--- src/hw/rtl/isr_pkg.sv ---
// Shared types, widths and constants for the isometric segment rasterizer.
// Used by isr_divider and isometric_segment_rasterizer_top; depends on nothing.
package isr_pkg;

  // Grid and emission limits
  localparam int GRID_SIDE_DEF = 256;
  localparam int MAX_PIXELS    = 64;
  localparam int PIX_CNT_W     = $clog2(MAX_PIXELS);

  // Projection coefficients, cos(0.7) and sin(0.7) in Q.8
  localparam int COS_Q8 = 196;
  localparam int SIN_Q8 = 165;

  // Fixed-point formats
  localparam int FRAC_W   = 16;           // fraction bits of the DDA position
  localparam int ONE_Q16  = 65536;
  localparam int PIX_Q8   = 256;          // one pixel in Q.8
  localparam int P8W      = 26;           // projected endpoint, signed Q.8
  localparam int D_W      = 16;           // endpoint difference, signed Q.8
  localparam int MAG_W    = 15;           // magnitude of a difference
  localparam int QUO_W    = FRAC_W + 1;   // step magnitude, up to one pixel
  localparam int STEP_W   = QUO_W + 1;    // signed step
  localparam int POS_W    = P8W + 10;     // signed Q.16 position
  localparam int DIFF_W   = 26;           // signed Q.16 distance to the end point
  localparam int PIX_W    = 15;           // screen coordinate

  // Configuration port
  localparam int CFG_IDX_W  = 2;
  localparam int CFG_DATA_W = 11;
  localparam int ZOOM_W     = 6;
  localparam int SHIFT_W    = 11;

  localparam logic [CFG_IDX_W-1:0] REG_ZOOM    = 2'd0;
  localparam logic [CFG_IDX_W-1:0] REG_SHIFT_X = 2'd1;
  localparam logic [CFG_IDX_W-1:0] REG_SHIFT_Y = 2'd2;

  localparam logic [ZOOM_W-1:0] ZOOM_RESET = 6'd20;

  // Sequencer states
  typedef enum logic [2:0] {
    ST_IDLE,
    ST_SCALE,
    ST_PROJ,
    ST_SETUP,
    ST_DIV,
    ST_STEP
  } isr_state_t;

endpackage

--- src/hw/rtl/isr_divider.sv ---
// Iterative restoring divider that computes (numer * 2^16) / denom, one bit a cycle.
// Depends on isr_pkg for widths; the numerator never exceeds the denominator.
module isr_divider import isr_pkg::*; (
  input  logic             clk,
  input  logic             rst_n,
  input  logic             start,
  input  logic [MAG_W-1:0] numer,
  input  logic [MAG_W-1:0] denom,
  output logic             done,
  output logic [QUO_W-1:0] quotient
);

  localparam int REM_W = MAG_W + 2;
  localparam int CNT_W = $clog2(QUO_W);
  localparam logic [CNT_W-1:0] CNT_LAST = CNT_W'(QUO_W - 1);

  logic [REM_W-1:0] rem_r;
  logic [MAG_W-1:0] den_r;
  logic [QUO_W-1:0] quo_r;
  logic [CNT_W-1:0] cnt_r;
  logic             busy_r;
  logic             done_r;

  logic [REM_W-1:0] trial;
  logic             ge;
  logic [REM_W-1:0] rem_keep;

  // Trial subtraction: the sign bit tells whether the divisor fits.
  assign trial    = rem_r - REM_W'(den_r);
  assign ge       = ~trial[REM_W-1];
  assign rem_keep = ge ? trial : rem_r;

  // Control: busy for one cycle per quotient bit, then a one-cycle done pulse.
  always_ff @(posedge clk) begin
    if (!rst_n) begin
      busy_r <= 1'b0;
      done_r <= 1'b0;
      cnt_r  <= '0;
    end else begin
      done_r <= 1'b0;
      if (start) begin
        busy_r <= 1'b1;
        cnt_r  <= CNT_LAST;
      end else if (busy_r) begin
        if (cnt_r == '0) begin
          busy_r <= 1'b0;
          done_r <= 1'b1;
        end else begin
          cnt_r <= cnt_r - 1'b1;
        end
      end
    end
  end

  // Datapath: shift in zeros below the numerator, collect quotient bits.
  always_ff @(posedge clk) begin
    if (start) begin
      rem_r <= REM_W'(numer);
      den_r <= denom;
      quo_r <= '0;
    end else if (busy_r) begin
      rem_r <= {rem_keep[REM_W-2:0], 1'b0};
      quo_r <= {quo_r[QUO_W-2:0], ge};
    end
  end

  assign done     = done_r;
  assign quotient = quo_r;

endmodule

--- src/hw/rtl/isometric_segment_rasterizer_top.sv ---
// Isometric wireframe edge rasterizer: projects one grid edge and walks it with a DDA.
// Depends on isr_pkg and instantiates isr_divider for the minor-axis step.
//
// Each input item is one grid edge; it yields up to 64 pixel items, the final one
// flagged by last_pixel. An edge is taken in the idle state, then goes through
// scaling, projection and setup states and waits in the divide state for the
// bit-serial divider and its done pulse; then it emits one pixel per cycle while
// the output side takes them. An edge that leaves the grid or spans less than one
// pixel produces no item and returns to idle from the setup state. The input is
// ready only between edges; a pixel waiting in the output register does not hold
// off the next edge. Configuration writes take effect at once.
module isometric_segment_rasterizer_top import isr_pkg::*; #(
  parameter int GRID_SIDE = GRID_SIDE_DEF
) (
  input  logic                     clk,
  input  logic                     rst_n,
  // Configuration
  input  logic                     cfg_we,
  input  logic [CFG_IDX_W-1:0]     cfg_index,
  input  logic [CFG_DATA_W-1:0]    cfg_data,
  // Edge input
  input  logic                     in_valid,
  output logic                     in_ready,
  input  logic [7:0]               in_start_col,
  input  logic [7:0]               in_start_row,
  input  logic                     in_direction,
  input  logic signed [5:0]        in_height_start,
  input  logic signed [5:0]        in_height_end,
  // Pixel output
  output logic                     out_valid,
  input  logic                     out_ready,
  output logic signed [PIX_W-1:0]  out_pixel_x,
  output logic signed [PIX_W-1:0]  out_pixel_y,
  output logic                     out_raised,
  output logic                     out_last_pixel
);

  localparam logic [12:0] GRID_LIM = 13'(GRID_SIDE);
  localparam logic signed [P8W-1:0] COS_K = P8W'(COS_Q8);
  localparam logic signed [P8W-1:0] SIN_K = P8W'(SIN_Q8);
  localparam logic [MAG_W-1:0] MIN_SPAN = MAG_W'(PIX_Q8);
  localparam logic [QUO_W-1:0] ONE_MAG = QUO_W'(ONE_Q16);
  localparam logic signed [STEP_W-1:0] STEP_MAX = STEP_W'(ONE_Q16);
  localparam logic [PIX_CNT_W-1:0] CNT_LAST = PIX_CNT_W'(MAX_PIXELS - 1);

  // Truncate a Q.16 position toward zero and keep the screen coordinate bits.
  function automatic logic [PIX_W-1:0] trunc_pix(input logic signed [POS_W-1:0] v);
    logic inc;
    inc = v[POS_W-1] && (v[FRAC_W-1:0] != '0);
    return v[FRAC_W+PIX_W-1:FRAC_W] + PIX_W'(inc);
  endfunction

  // True when a Q.16 distance truncates to zero whole pixels.
  function automatic logic at_end(input logic signed [DIFF_W-1:0] v);
    logic [DIFF_W-FRAC_W-1:0] upper;
    upper = v[DIFF_W-1:FRAC_W];
    return (upper == '0) || ((upper == '1) && (v[FRAC_W-1:0] != '0));
  endfunction

  // Configuration registers
  logic [ZOOM_W-1:0]  zoom_r;
  logic [SHIFT_W-1:0] shift_x_r;
  logic [SHIFT_W-1:0] shift_y_r;

  // Sequencer
  isr_state_t state_r;
  isr_state_t state_nxt;
  logic       emit_en;
  logic       div_start;
  logic       div_done;
  logic [QUO_W-1:0] div_quo;

  // Latched edge
  logic [7:0]        col_r;
  logic [7:0]        row_r;
  logic              dir_r;
  logic signed [5:0] h0_r;
  logic signed [5:0] h1_r;

  // Scaling and projection
  logic signed [8:0]  cr_diff;
  logic signed [15:0] scale_diff;
  logic [14:0]        scale_sum;
  logic [12:0]        col_end;
  logic [12:0]        row_end;
  logic signed [6:0]  h_diff;
  logic signed [15:0] a_r;
  logic [14:0]        b_r;
  logic [13:0]        zc_r;
  logic [13:0]        zs_r;
  logic               off_r;
  logic signed [P8W-1:0] x0_r;
  logic signed [P8W-1:0] y0_r;
  logic signed [D_W-1:0] dx_r;
  logic signed [D_W-1:0] dy_r;

  // Setup
  logic signed [D_W-1:0] dx_neg;
  logic signed [D_W-1:0] dy_neg;
  logic [MAG_W-1:0]      abs_dx;
  logic [MAG_W-1:0]      abs_dy;
  logic                  x_major;
  logic [MAG_W-1:0]      span_max;
  logic [MAG_W-1:0]      span_min;
  logic                  too_short;
  logic                  x_major_r;

  // DDA
  logic [QUO_W-1:0]         mag_x;
  logic [QUO_W-1:0]         mag_y;
  logic signed [STEP_W-1:0] stx_v;
  logic signed [STEP_W-1:0] sty_v;
  logic signed [STEP_W-1:0] stx_r;
  logic signed [STEP_W-1:0] sty_r;
  logic signed [POS_W-1:0]  px_r;
  logic signed [POS_W-1:0]  py_r;
  logic signed [DIFF_W-1:0] diffx_r;
  logic signed [DIFF_W-1:0] diffy_r;
  logic signed [DIFF_W-1:0] diffx_next;
  logic signed [DIFF_W-1:0] diffy_next;
  logic [PIX_CNT_W-1:0]     cnt_r;
  logic                     last_v;

  // Output register
  logic                    out_valid_r;
  logic                    out_free;
  logic [PIX_W-1:0]        pix_x_r;
  logic [PIX_W-1:0]        pix_y_r;
  logic                    raised_r;
  logic                    last_r;

  // Configuration writes
  always_ff @(posedge clk) begin
    if (!rst_n) begin
      zoom_r    <= ZOOM_RESET;
      shift_x_r <= '0;
      shift_y_r <= '0;
    end else if (cfg_we) begin
      case (cfg_index)
        REG_ZOOM:    zoom_r    <= cfg_data[ZOOM_W-1:0];
        REG_SHIFT_X: shift_x_r <= cfg_data[SHIFT_W-1:0];
        REG_SHIFT_Y: shift_y_r <= cfg_data[SHIFT_W-1:0];
        default: ;
      endcase
    end
  end

  // Next-state logic
  always_comb begin
    state_nxt = state_r;
    case (state_r)
      ST_IDLE:  if (in_valid) state_nxt = ST_SCALE;
      ST_SCALE: state_nxt = ST_PROJ;
      ST_PROJ:  state_nxt = ST_SETUP;
      ST_SETUP: state_nxt = too_short ? ST_IDLE : ST_DIV;
      ST_DIV:   if (div_done) state_nxt = ST_STEP;
      ST_STEP:  if (emit_en && last_v) state_nxt = ST_IDLE;
      default:  state_nxt = ST_IDLE;
    endcase
  end

  // Sequencer outputs
  always_comb begin
    in_ready  = 1'b0;
    div_start = 1'b0;
    emit_en   = 1'b0;
    case (state_r)
      ST_IDLE:  in_ready  = 1'b1;
      ST_SETUP: div_start = ~too_short;
      ST_STEP:  emit_en   = out_free;
      default: ;
    endcase
  end

  always_ff @(posedge clk) begin
    if (!rst_n) begin
      state_r <= ST_IDLE;
    end else begin
      state_r <= state_nxt;
    end
  end

  // Scale the start point by zoom and check both ends against the grid.
  assign cr_diff    = $signed({1'b0, col_r}) - $signed({1'b0, row_r});
  assign scale_diff = 16'(cr_diff) * 16'($signed({1'b0, zoom_r}));
  assign scale_sum  = (15'(col_r) + 15'(row_r)) * 15'(zoom_r);
  assign col_end    = 13'(col_r) + (dir_r ? 13'd0 : 13'd1);
  assign row_end    = 13'(row_r) + (dir_r ? 13'd1 : 13'd0);
  assign h_diff     = 7'(h1_r) - 7'(h0_r);

  // Magnitudes of the edge and the choice of major axis.
  assign dx_neg    = -dx_r;
  assign dy_neg    = -dy_r;
  assign abs_dx    = dx_r[D_W-1] ? dx_neg[MAG_W-1:0] : dx_r[MAG_W-1:0];
  assign abs_dy    = dy_r[D_W-1] ? dy_neg[MAG_W-1:0] : dy_r[MAG_W-1:0];
  assign x_major   = abs_dx >= abs_dy;
  assign span_max  = x_major ? abs_dx : abs_dy;
  assign span_min  = x_major ? abs_dy : abs_dx;
  assign too_short = off_r || (span_max < MIN_SPAN);

  // Steps: the major axis moves one whole pixel, the minor one by the quotient.
  assign mag_x = x_major_r ? ONE_MAG : div_quo;
  assign mag_y = x_major_r ? div_quo : ONE_MAG;
  assign stx_v = dx_r[D_W-1] ? -$signed({1'b0, mag_x}) : $signed({1'b0, mag_x});
  assign sty_v = dy_r[D_W-1] ? -$signed({1'b0, mag_y}) : $signed({1'b0, mag_y});

  // The current pixel is the last when the next position reaches the end point or it is the 64th.
  assign diffx_next = diffx_r + DIFF_W'(stx_r);
  assign diffy_next = diffy_r + DIFF_W'(sty_r);
  assign last_v     = (cnt_r == CNT_LAST) || (at_end(diffx_next) && at_end(diffy_next));

  isr_divider u_div (
    .clk      (clk),
    .rst_n    (rst_n),
    .start    (div_start),
    .numer    (span_min),
    .denom    (span_max),
    .done     (div_done),
    .quotient (div_quo)
  );

  // Edge datapath, advanced one stage per sequencer state.
  always_ff @(posedge clk) begin
    case (state_r)
      ST_IDLE: begin
        col_r <= in_start_col;
        row_r <= in_start_row;
        dir_r <= in_direction;
        h0_r  <= in_height_start;
        h1_r  <= in_height_end;
      end
      ST_SCALE: begin
        a_r   <= scale_diff;
        b_r   <= scale_sum;
        zc_r  <= 14'(zoom_r) * 14'(COS_Q8);
        zs_r  <= 14'(zoom_r) * 14'(SIN_Q8);
        off_r <= (col_end >= GRID_LIM) || (row_end >= GRID_LIM);
      end
      ST_PROJ: begin
        x0_r <= P8W'(a_r) * COS_K + $signed(P8W'({shift_x_r, 8'h00}));
        y0_r <= $signed(P8W'(b_r)) * SIN_K - (P8W'(h0_r) <<< 8)
                + $signed(P8W'({shift_y_r, 8'h00}));
        dx_r <= dir_r ? -$signed({2'b00, zc_r}) : $signed({2'b00, zc_r});
        dy_r <= $signed({2'b00, zs_r}) - (D_W'(h_diff) <<< 8);
      end
      ST_SETUP: begin
        x_major_r <= x_major;
        px_r      <= POS_W'(x0_r) <<< 8;
        py_r      <= POS_W'(y0_r) <<< 8;
        diffx_r   <= -(DIFF_W'(dx_r) <<< 8);
        diffy_r   <= -(DIFF_W'(dy_r) <<< 8);
        cnt_r     <= '0;
      end
      ST_DIV: begin
        if (div_done) begin
          stx_r <= stx_v;
          sty_r <= sty_v;
        end
      end
      ST_STEP: begin
        if (emit_en) begin
          px_r    <= px_r + POS_W'(stx_r);
          py_r    <= py_r + POS_W'(sty_r);
          diffx_r <= diffx_next;
          diffy_r <= diffy_next;
          cnt_r   <= cnt_r + 1'b1;
        end
      end
      default: ;
    endcase
  end

  // Output register: a new pixel item loads when the slot is empty or being taken.
  assign out_free = ~out_valid_r || out_ready;

  always_ff @(posedge clk) begin
    if (!rst_n) begin
      out_valid_r <= 1'b0;
    end else if (emit_en) begin
      out_valid_r <= 1'b1;
    end else if (out_ready) begin
      out_valid_r <= 1'b0;
    end
  end

  always_ff @(posedge clk) begin
    if (emit_en) begin
      pix_x_r  <= trunc_pix(px_r);
      pix_y_r  <= trunc_pix(py_r);
      raised_r <= (h0_r != '0) || (h1_r != '0);
      last_r   <= last_v;
    end
  end

  assign out_valid      = out_valid_r;
  assign out_pixel_x    = $signed(pix_x_r);
  assign out_pixel_y    = $signed(pix_y_r);
  assign out_raised     = raised_r;
  assign out_last_pixel = last_r;

`ifndef NO_ASSERTIONS
  // The divider reports completion only while the sequencer waits for it.
  assert property (@(posedge clk) disable iff (!rst_n)
    div_done |-> state_r == ST_DIV)
    else $error("divider finished outside the divide state");

  // Loading the final pixel of an edge returns the sequencer to idle.
  assert property (@(posedge clk) disable iff (!rst_n)
    (emit_en && last_v) |=> state_r == ST_IDLE)
    else $error("sequencer kept stepping after the last pixel");

  // No DDA step ever exceeds one whole pixel.
  assert property (@(posedge clk) disable iff (!rst_n)
    state_r == ST_STEP |-> (stx_r <= STEP_MAX && stx_r >= -STEP_MAX
                            && sty_r <= STEP_MAX && sty_r >= -STEP_MAX))
    else $error("DDA step larger than one pixel");

  // When x is the major axis, the x step is always exactly one pixel.
  assert property (@(posedge clk) disable iff (!rst_n)
    (state_r == ST_STEP && x_major_r) |-> (stx_r == STEP_MAX || stx_r == -STEP_MAX))
    else $error("major-axis step is not one pixel");
`endif

endmodule
--- config.mk ---
export PLATFORM = sky130hd
export DESIGN_NAME = isometric_segment_rasterizer_top
export DESIGN_NICKNAME = d
export VERILOG_FILES = /design/src/hw/rtl/isr_pkg.sv /design/src/hw/rtl/isr_divider.sv /design/src/hw/rtl/isometric_segment_rasterizer_top.sv
export SDC_FILE = /design/constraint.sdc
export NUM_CORES = 2
export LEC_CHECK = 0
export ABC_AREA = 1
export BUFFER_PORTS_ARGS = -buffer_cell sky130_fd_sc_hd__buf_2
export CAP_MARGIN = 20
export CORE_AREA = 2 2 250 314
export CTS_CLUSTER_SIZE = 24
export DETAILED_ROUTE_END_ITERATION = 7
export DIE_AREA = 0 0 252 316
export GPL_ROUTABILITY_DRIVEN = 0
export PLACE_DENSITY = 0.7
export SLEW_MARGIN = 20
export SYNTH_ARGS = -nofsm -noshare
export SYNTH_HDL_FRONTEND = slang
export SYNTH_SLANG_ARGS = --single-unit
export TNS_END_PERCENT = 100
--- constraint.sdc ---
create_clock -name clk -period 15.2 [get_ports clk]
set_input_delay 0 -clock clk [delete_from_list [all_inputs] [get_ports clk]]
set_output_delay 0 -clock clk [all_outputs]
set_load 0.05 [all_outputs]
Word-level counts from Yosys, hierarchy flattened
Index checks and enable logic that the tools add are counted.
Widths: inputs -> output; s select.
{"block": "classes", "bitwise_logic": 6, "order_cmp": 4, "mul": 6, "n_eq_ne": 15, "mux": 41, "reduce_logical": 37, "addsub": 25}
{"cell": "$pmux 36 s2", "n": 2}
{"cell": "$pmux 26 s2", "n": 2}
{"cell": "$mux 15", "n": 6}
{"cell": "$add 36x18->36", "n": 2}
{"cell": "$mux 36", "n": 2}
{"cell": "$mux 17", "n": 4}
{"cell": "$reduce_bool 16->1", "n": 4}
{"cell": "$add 25x20->26", "n": 2}
{"cell": "$add 26x18->26", "n": 2}
{"cell": "$mux 26", "n": 2}
{"cell": "$neg 24->26", "n": 2}
{"cell": "$neg 17->18", "n": 2}
{"cell": "$add 15x1->15", "n": 2}
{"cell": "$neg 15->15", "n": 2}
{"cell": "$sub 24x14->25", "n": 1}
{"cell": "$mul 15x8->23 const B", "n": 1}
{"cell": "$mul 16x7->23 const B", "n": 1}
{"cell": "$eq 10x10->1 const B", "n": 2}
{"cell": "$logic_not 10->1", "n": 2}
{"cell": "$add 8x1->9", "n": 2}
{"cell": "$ge 9x9->1 const B", "n": 2}
{"cell": "$pmux 3 s6", "n": 1}
{"cell": "$sub 17x15->17", "n": 1}
{"cell": "$mul 9x7->16", "n": 1}
{"cell": "other kinds (39)", "n": 84}
{"block": "totals", "in_bits": 47, "out_inout_bits": 34, "reg_bits": 458}

Depth between registers and ports, before layout
{"block": "depth", "ltp_word": 10, "depth_mapped": 30, "ltp_nobuf": 30}

Modules after synthesis
A second synthesis with hierarchy kept.
{"block": "unflattened", "cells_unflattened": 4833, "area_unflattened_um2": 38700.9}
{"module": "isometric_segment_rasterizer_top", "cells_each": 4373, "area_each_um2": 35355.2, "instances": 1}
{"module": "isr_divider", "cells_each": 460, "area_each_um2": 3345.7, "instances": 1}

Worst setup path after synthesis
No wires, ideal clock.
{"block": "synth_timing", "path_type": "register -> register", "from": "reg state_r[2]", "to": "reg cnt_r[0] (enable)", "arrival_time_ps": 10343, "t_required_ps": 14401, "path_buffers": 2, "slack_ps": 4058, "path_stages_with_launch": 7, "path_cell_list": "dfxtp_1 inv_1 nor2_1 inv_1 clkbuf_1 clkbuf_1 o21ai_0"}
{"block": "synth_via", "elab_chain_cells": 4}
{"item": "start, declared", "line": "isometric_segment_rasterizer_top.sv:66", "rtl": "isr_state_t state_r;"}
{"item": "start signal, assigned", "line": "isometric_segment_rasterizer_top.sv:179", "rtl": "state_r <= state_nxt;"}
{"item": "$eq 3x3->1", "line": "isometric_segment_rasterizer_top.sv:167, isometric_segment_rasterizer_top.sv:224"}
{"item": "$mux 1", "line": "isometric_segment_rasterizer_top.sv:167", "rtl": "case (state_r)"}
{"item": "$ne 2x2->1 (no source line)"}
{"item": "$reduce_and 2->1 (no source line) *"}
{"item": "end signal, assigned", "line": "isometric_segment_rasterizer_top.sv:266", "rtl": "cnt_r <= cnt_r + 1'b1;"}
{"item": "end, declared", "line": "isometric_segment_rasterizer_top.sv:121", "rtl": "logic [PIX_CNT_W-1:0] cnt_r;"}
Mark *: on every way between the ends. The rest lies on a longest branch, timed or not.
A chain may end at the register's enable or synchronous reset.

Worst setup path after layout
{"block": "layout_timing", "from": "reg col_r[0]", "to": "reg a_r[15], data pin"}
{"block": "layout_via", "elab_chain_cells": 2}
{"item": "start, declared", "line": "isometric_segment_rasterizer_top.sv:74", "rtl": "logic [7:0] col_r;"}
{"item": "start signal, assigned", "line": "isometric_segment_rasterizer_top.sv:226", "rtl": "col_r <= in_start_col;"}
{"item": "$sub 8x8->9", "line": "isometric_segment_rasterizer_top.sv:184", "rtl": "assign cr_diff = $signed({1'b0, col_r}) - $signed({1'b0, row_r});"}
{"item": "$mul 9x7->16", "line": "isometric_segment_rasterizer_top.sv:185", "rtl": "assign scale_diff = 16'(cr_diff) * 16'($signed({1'b0, zoom_r}));"}
{"item": "via scale_diff[15]", "line": "isometric_segment_rasterizer_top.sv:82", "rtl": "logic signed [15:0] scale_diff;"}
{"item": "end signal, assigned", "line": "isometric_segment_rasterizer_top.sv:233", "rtl": "a_r <= scale_diff;"}
{"item": "end, declared", "line": "isometric_segment_rasterizer_top.sv:87", "rtl": "logic signed [15:0] a_r;"}
The timed path passes the listed nets, and every way through them passes these cells.

==> out/metrics.yaml <==
timing.max_cap.violations: 0
synth_top_family_by_area: "adder cells"
num_io_pins: 81
vias: 31544
remaining_max_slew_budget_at_the_tightest_pin: 0.301
synth-adder-area-share: 0.216
dp.final_hpwl_um: 77700
fp-row-count: 114
min_path_type: "in2reg"
synth_compound_area_frac: 0.107
hold-path-endpoint: "h0_r[3]$_DFFE_PP_"
multi_input_area_um2: 22200
min_period_ps: 6310
critical_path.reg2reg.endpoint: "a_r[15]$_DFFE_PP_"
detailedRoute.firstIterationViolations: 2324
synth_top_flop_cell: "sky130_fd_sc_hd__edfxtp_1"
post-route-drc-count: 0
post_route_cells_drive_above_1_share: 0.0508
synthSimpleGateAreaFrac: 0.200
mostFrequentLayoutCell: "sky130_fd_sc_hd__nand2_1"
nature_of_the_critical_path_endpoint: "register"
cts-htree-levels: 2
ys.warnings.count: 0
commonest_cells_after_routing_fill_and_taps_aside: "998 x sky130_fd_sc_hd__nand2_1, 707 x sky130_fd_sc_hd__inv_1, 453 x sky130_fd_sc_hd__ha_1, 400 x sky130_fd_sc_hd__nor2_1, 391 x sky130_fd_sc_hd__edfxtp_1"
deepest_clock_path_buffer_count: 3
firstDrtPassIters: 6
avgViaCountPerCell: 5.43
finalSetupViolCount: 0
clock_insertion_delay_worst_skew_ps: 620
grt_total_usage: 0.247
setup_repair_after_global_routing_missed_its_margin: "false"
ctsHoldBuffers: 60
cts_root_buffer: "sky130_fd_sc_hd__clkbuf_16"
post_route_antenna_net_violation_count: 0
synth_fp_nets: 5263
worst-r2r-setup-slack_ps: 8890
mappedNetlistArea_um2: 38100
muxShareOfSynthArea: 0
syn_to_final_growth_pct: 9.94
cts_sinks: 449
final.setup_skew_ps: 22.6
ff2ff_path_depth: 23
io_buffers: 80
tritoncts: "built"
synthXorXnorAreaFrac: 0.0592
worst_hold_start: "in_height_start[3]"
fp.coreArea_um2: 76700
reg_to_reg_startpoint: "col_r[0]$_DFFE_PP_"
synth_cells: 4635
starting_utilization_of_the_core_area: 0.496
synthesis.area_per_instance_um2: 8.21
n_antenna_cell: 0
total_negative_slack_for_setup_checks_ps: 0
run_status: "finished clean"
n_fill_cell: 7022
finalWirelength_um: 98400
maximum_number_of_pins_on_one_net_before_global_route_repair: 70
first_global_vias: 30945
synth.lib_cells_used.distinct: 56
finalHoldViolCount: 0
cts-resized-gates: 0
worst-setup-path-type: "reg2reg"
cts-buffers-inserted: 49
cts_setup_buffers: 0
hold_path_depth: 2
finalNetCount: 5407
critical_path.startpoint_type: "register"
final.period_utilization: 0.415
synth_edf_count: 391
required_time_of_the_critical_path_ps: 15540
wl_per_cell_um: 16.9
ys_ff_latch: 449
register_area_um2: 12900
design.die.area_um2: 79600
first_pass_grt_wire_length_um: 156000
globalRouteOverflowTotal: 0
drv_slew: 0
cts.reportedPaths.clkPinSlew_ps: 70
antenna_violations_before_repair: 0
height_of_the_chip_um: 316
ys_seq_area_frac: 0.339
async_flop_share: 0
die_w_um: 252
holdWs_ps: 93.3
crit_arrival_ps: 6650
largest_driver_fanout_on_the_critical_path: 6
max_freq_mhz: 159
worst-slew-pin-transition_ps: 1040
## stage by stage
| stage | instances | util | setup WS, ps | area [um2] |
|---|---|---|---|---|
| 2_1_floorplan | 4635 | - | 4060 | 38100 |
| 3_3_place_gp | 5653 | 0.516 | 9110 | 39600 |
| 3_5_place_dp | 5653 | 0.516 | 8910 | 39600 |
| 4_1_cts | 5805 | 0.545 | 8910 | 41800 |
| 5_1_grt | 5806 | 0.545 | 8480 | 41800 |
| 6_report | 5806 | 0.545 | 8890 | 41800 |
## Yosys cell counts (17+ instances only)
cell	n	share of area
sky130_fd_sc_hd__a21oi_1	302	0.040
sky130_fd_sc_hd__a31oi_1	30	0.0049
sky130_fd_sc_hd__clkbuf_1	50	0.0049
sky130_fd_sc_hd__dfxtp_1	58	0.031
sky130_fd_sc_hd__edfxtp_1	391	0.31
sky130_fd_sc_hd__fa_1	128	0.067
sky130_fd_sc_hd__ha_1	453	0.15
sky130_fd_sc_hd__inv_1	708	0.070
sky130_fd_sc_hd__nand2_1	999	0.099
sky130_fd_sc_hd__nand3_1	213	0.028
sky130_fd_sc_hd__nand4_1	58	0.0095
sky130_fd_sc_hd__nor2_1	404	0.040
sky130_fd_sc_hd__nor3_1	42	0.0055
sky130_fd_sc_hd__nor4_1	20	0.0033
sky130_fd_sc_hd__o21ai_0	274	0.036
sky130_fd_sc_hd__o21ai_1	22	0.0029
sky130_fd_sc_hd__o22ai_1	17	0.0028
sky130_fd_sc_hd__or2_2	26	0.0043
sky130_fd_sc_hd__xnor2_1	86	0.020
sky130_fd_sc_hd__xor2_1	171	0.039
## per-layer routing
layer  share of wire  global-route usage
met5               0                   0
met4           0.052               0.122
met3           0.048              0.0296
met2            0.50               0.447
met1            0.40               0.289
## final cells by class
type,instances,area share
Clock inverter,32,0.00763
Tap cell,986,0.0295
Inverter,723,0.0649
Timing Repair Buffer,157,0.0273
Clock buffer,60,0.0313
Multi-Input combinational cell,3399,0.531
Sequential cell,449,0.308
## critical path: stages (launching register included)
cell                       delay (ps)
sky130_fd_sc_hd__edfxtp_1         360
sky130_fd_sc_hd__inv_1             60
sky130_fd_sc_hd__ha_1             230
sky130_fd_sc_hd__fa_1             420
sky130_fd_sc_hd__o31ai_1          460
sky130_fd_sc_hd__a21oi_1          110
sky130_fd_sc_hd__o21ai_0          200
sky130_fd_sc_hd__xor2_1           430
sky130_fd_sc_hd__nor2_1           120
sky130_fd_sc_hd__fa_1             540
sky130_fd_sc_hd__fa_1             440
sky130_fd_sc_hd__fa_1             540
sky130_fd_sc_hd__inv_1             50
sky130_fd_sc_hd__fa_1             500
sky130_fd_sc_hd__inv_1             40
sky130_fd_sc_hd__ha_1             350
sky130_fd_sc_hd__nand2_1           70
sky130_fd_sc_hd__o21ai_0          340
sky130_fd_sc_hd__a21oi_1          120
sky130_fd_sc_hd__o21bai_1         210
sky130_fd_sc_hd__nand3_1          100
sky130_fd_sc_hd__nand2_1          100
sky130_fd_sc_hd__a31oi_1           90
sky130_fd_sc_hd__xor2_1           150
## state kept, by name, indices dropped and copies added, names as in the netlist, 14 cells and up
name,flops
out_pixel_y,15
diffx_r,26
u_div.den_r,15
b_r,14
y0_r,26
zs_r,14
out_pixel_x,15
diffy_r,26
py_r,36
px_r,36
stx_r,18
u_div.quotient,17
dy_r,16
sty_r,18
a_r,16
x0_r,23
u_div.rem_r,17
## kinds of logic after synthesis
group / count (synthesis)
simple gates: 1814
fa+ha+maj: 581
xor+xnor: 257
buf+inv: 787
compound gates: 747
flops: 449
## worst max-delay path by stage
stage | start | endpoint | depth (start not counted)
detailed placement | row_r[0]$_DFFE_PP_ | a_r[15]$_DFFE_PP_ | 22
floorplan | state_r[2]$_SDFFE_PN0P_ | cnt_r[0]$_SDFFCE_PN0P_ | 6
CTS | row_r[0]$_DFFE_PP_ | a_r[15]$_DFFE_PP_ | 22
finish | col_r[0]$_DFFE_PP_ | a_r[15]$_DFFE_PP_ | 23
global route | col_r[0]$_DFFE_PP_ | a_r[15]$_DFFE_PP_ | 23
global placement | col_r[2]$_DFFE_PP_ | a_r[15]$_DFFE_PP_ | 24
Power is left out: the tool's default activity adds up to more than one toggle a clock period on the data nets, which glitch-free logic cannot reach.
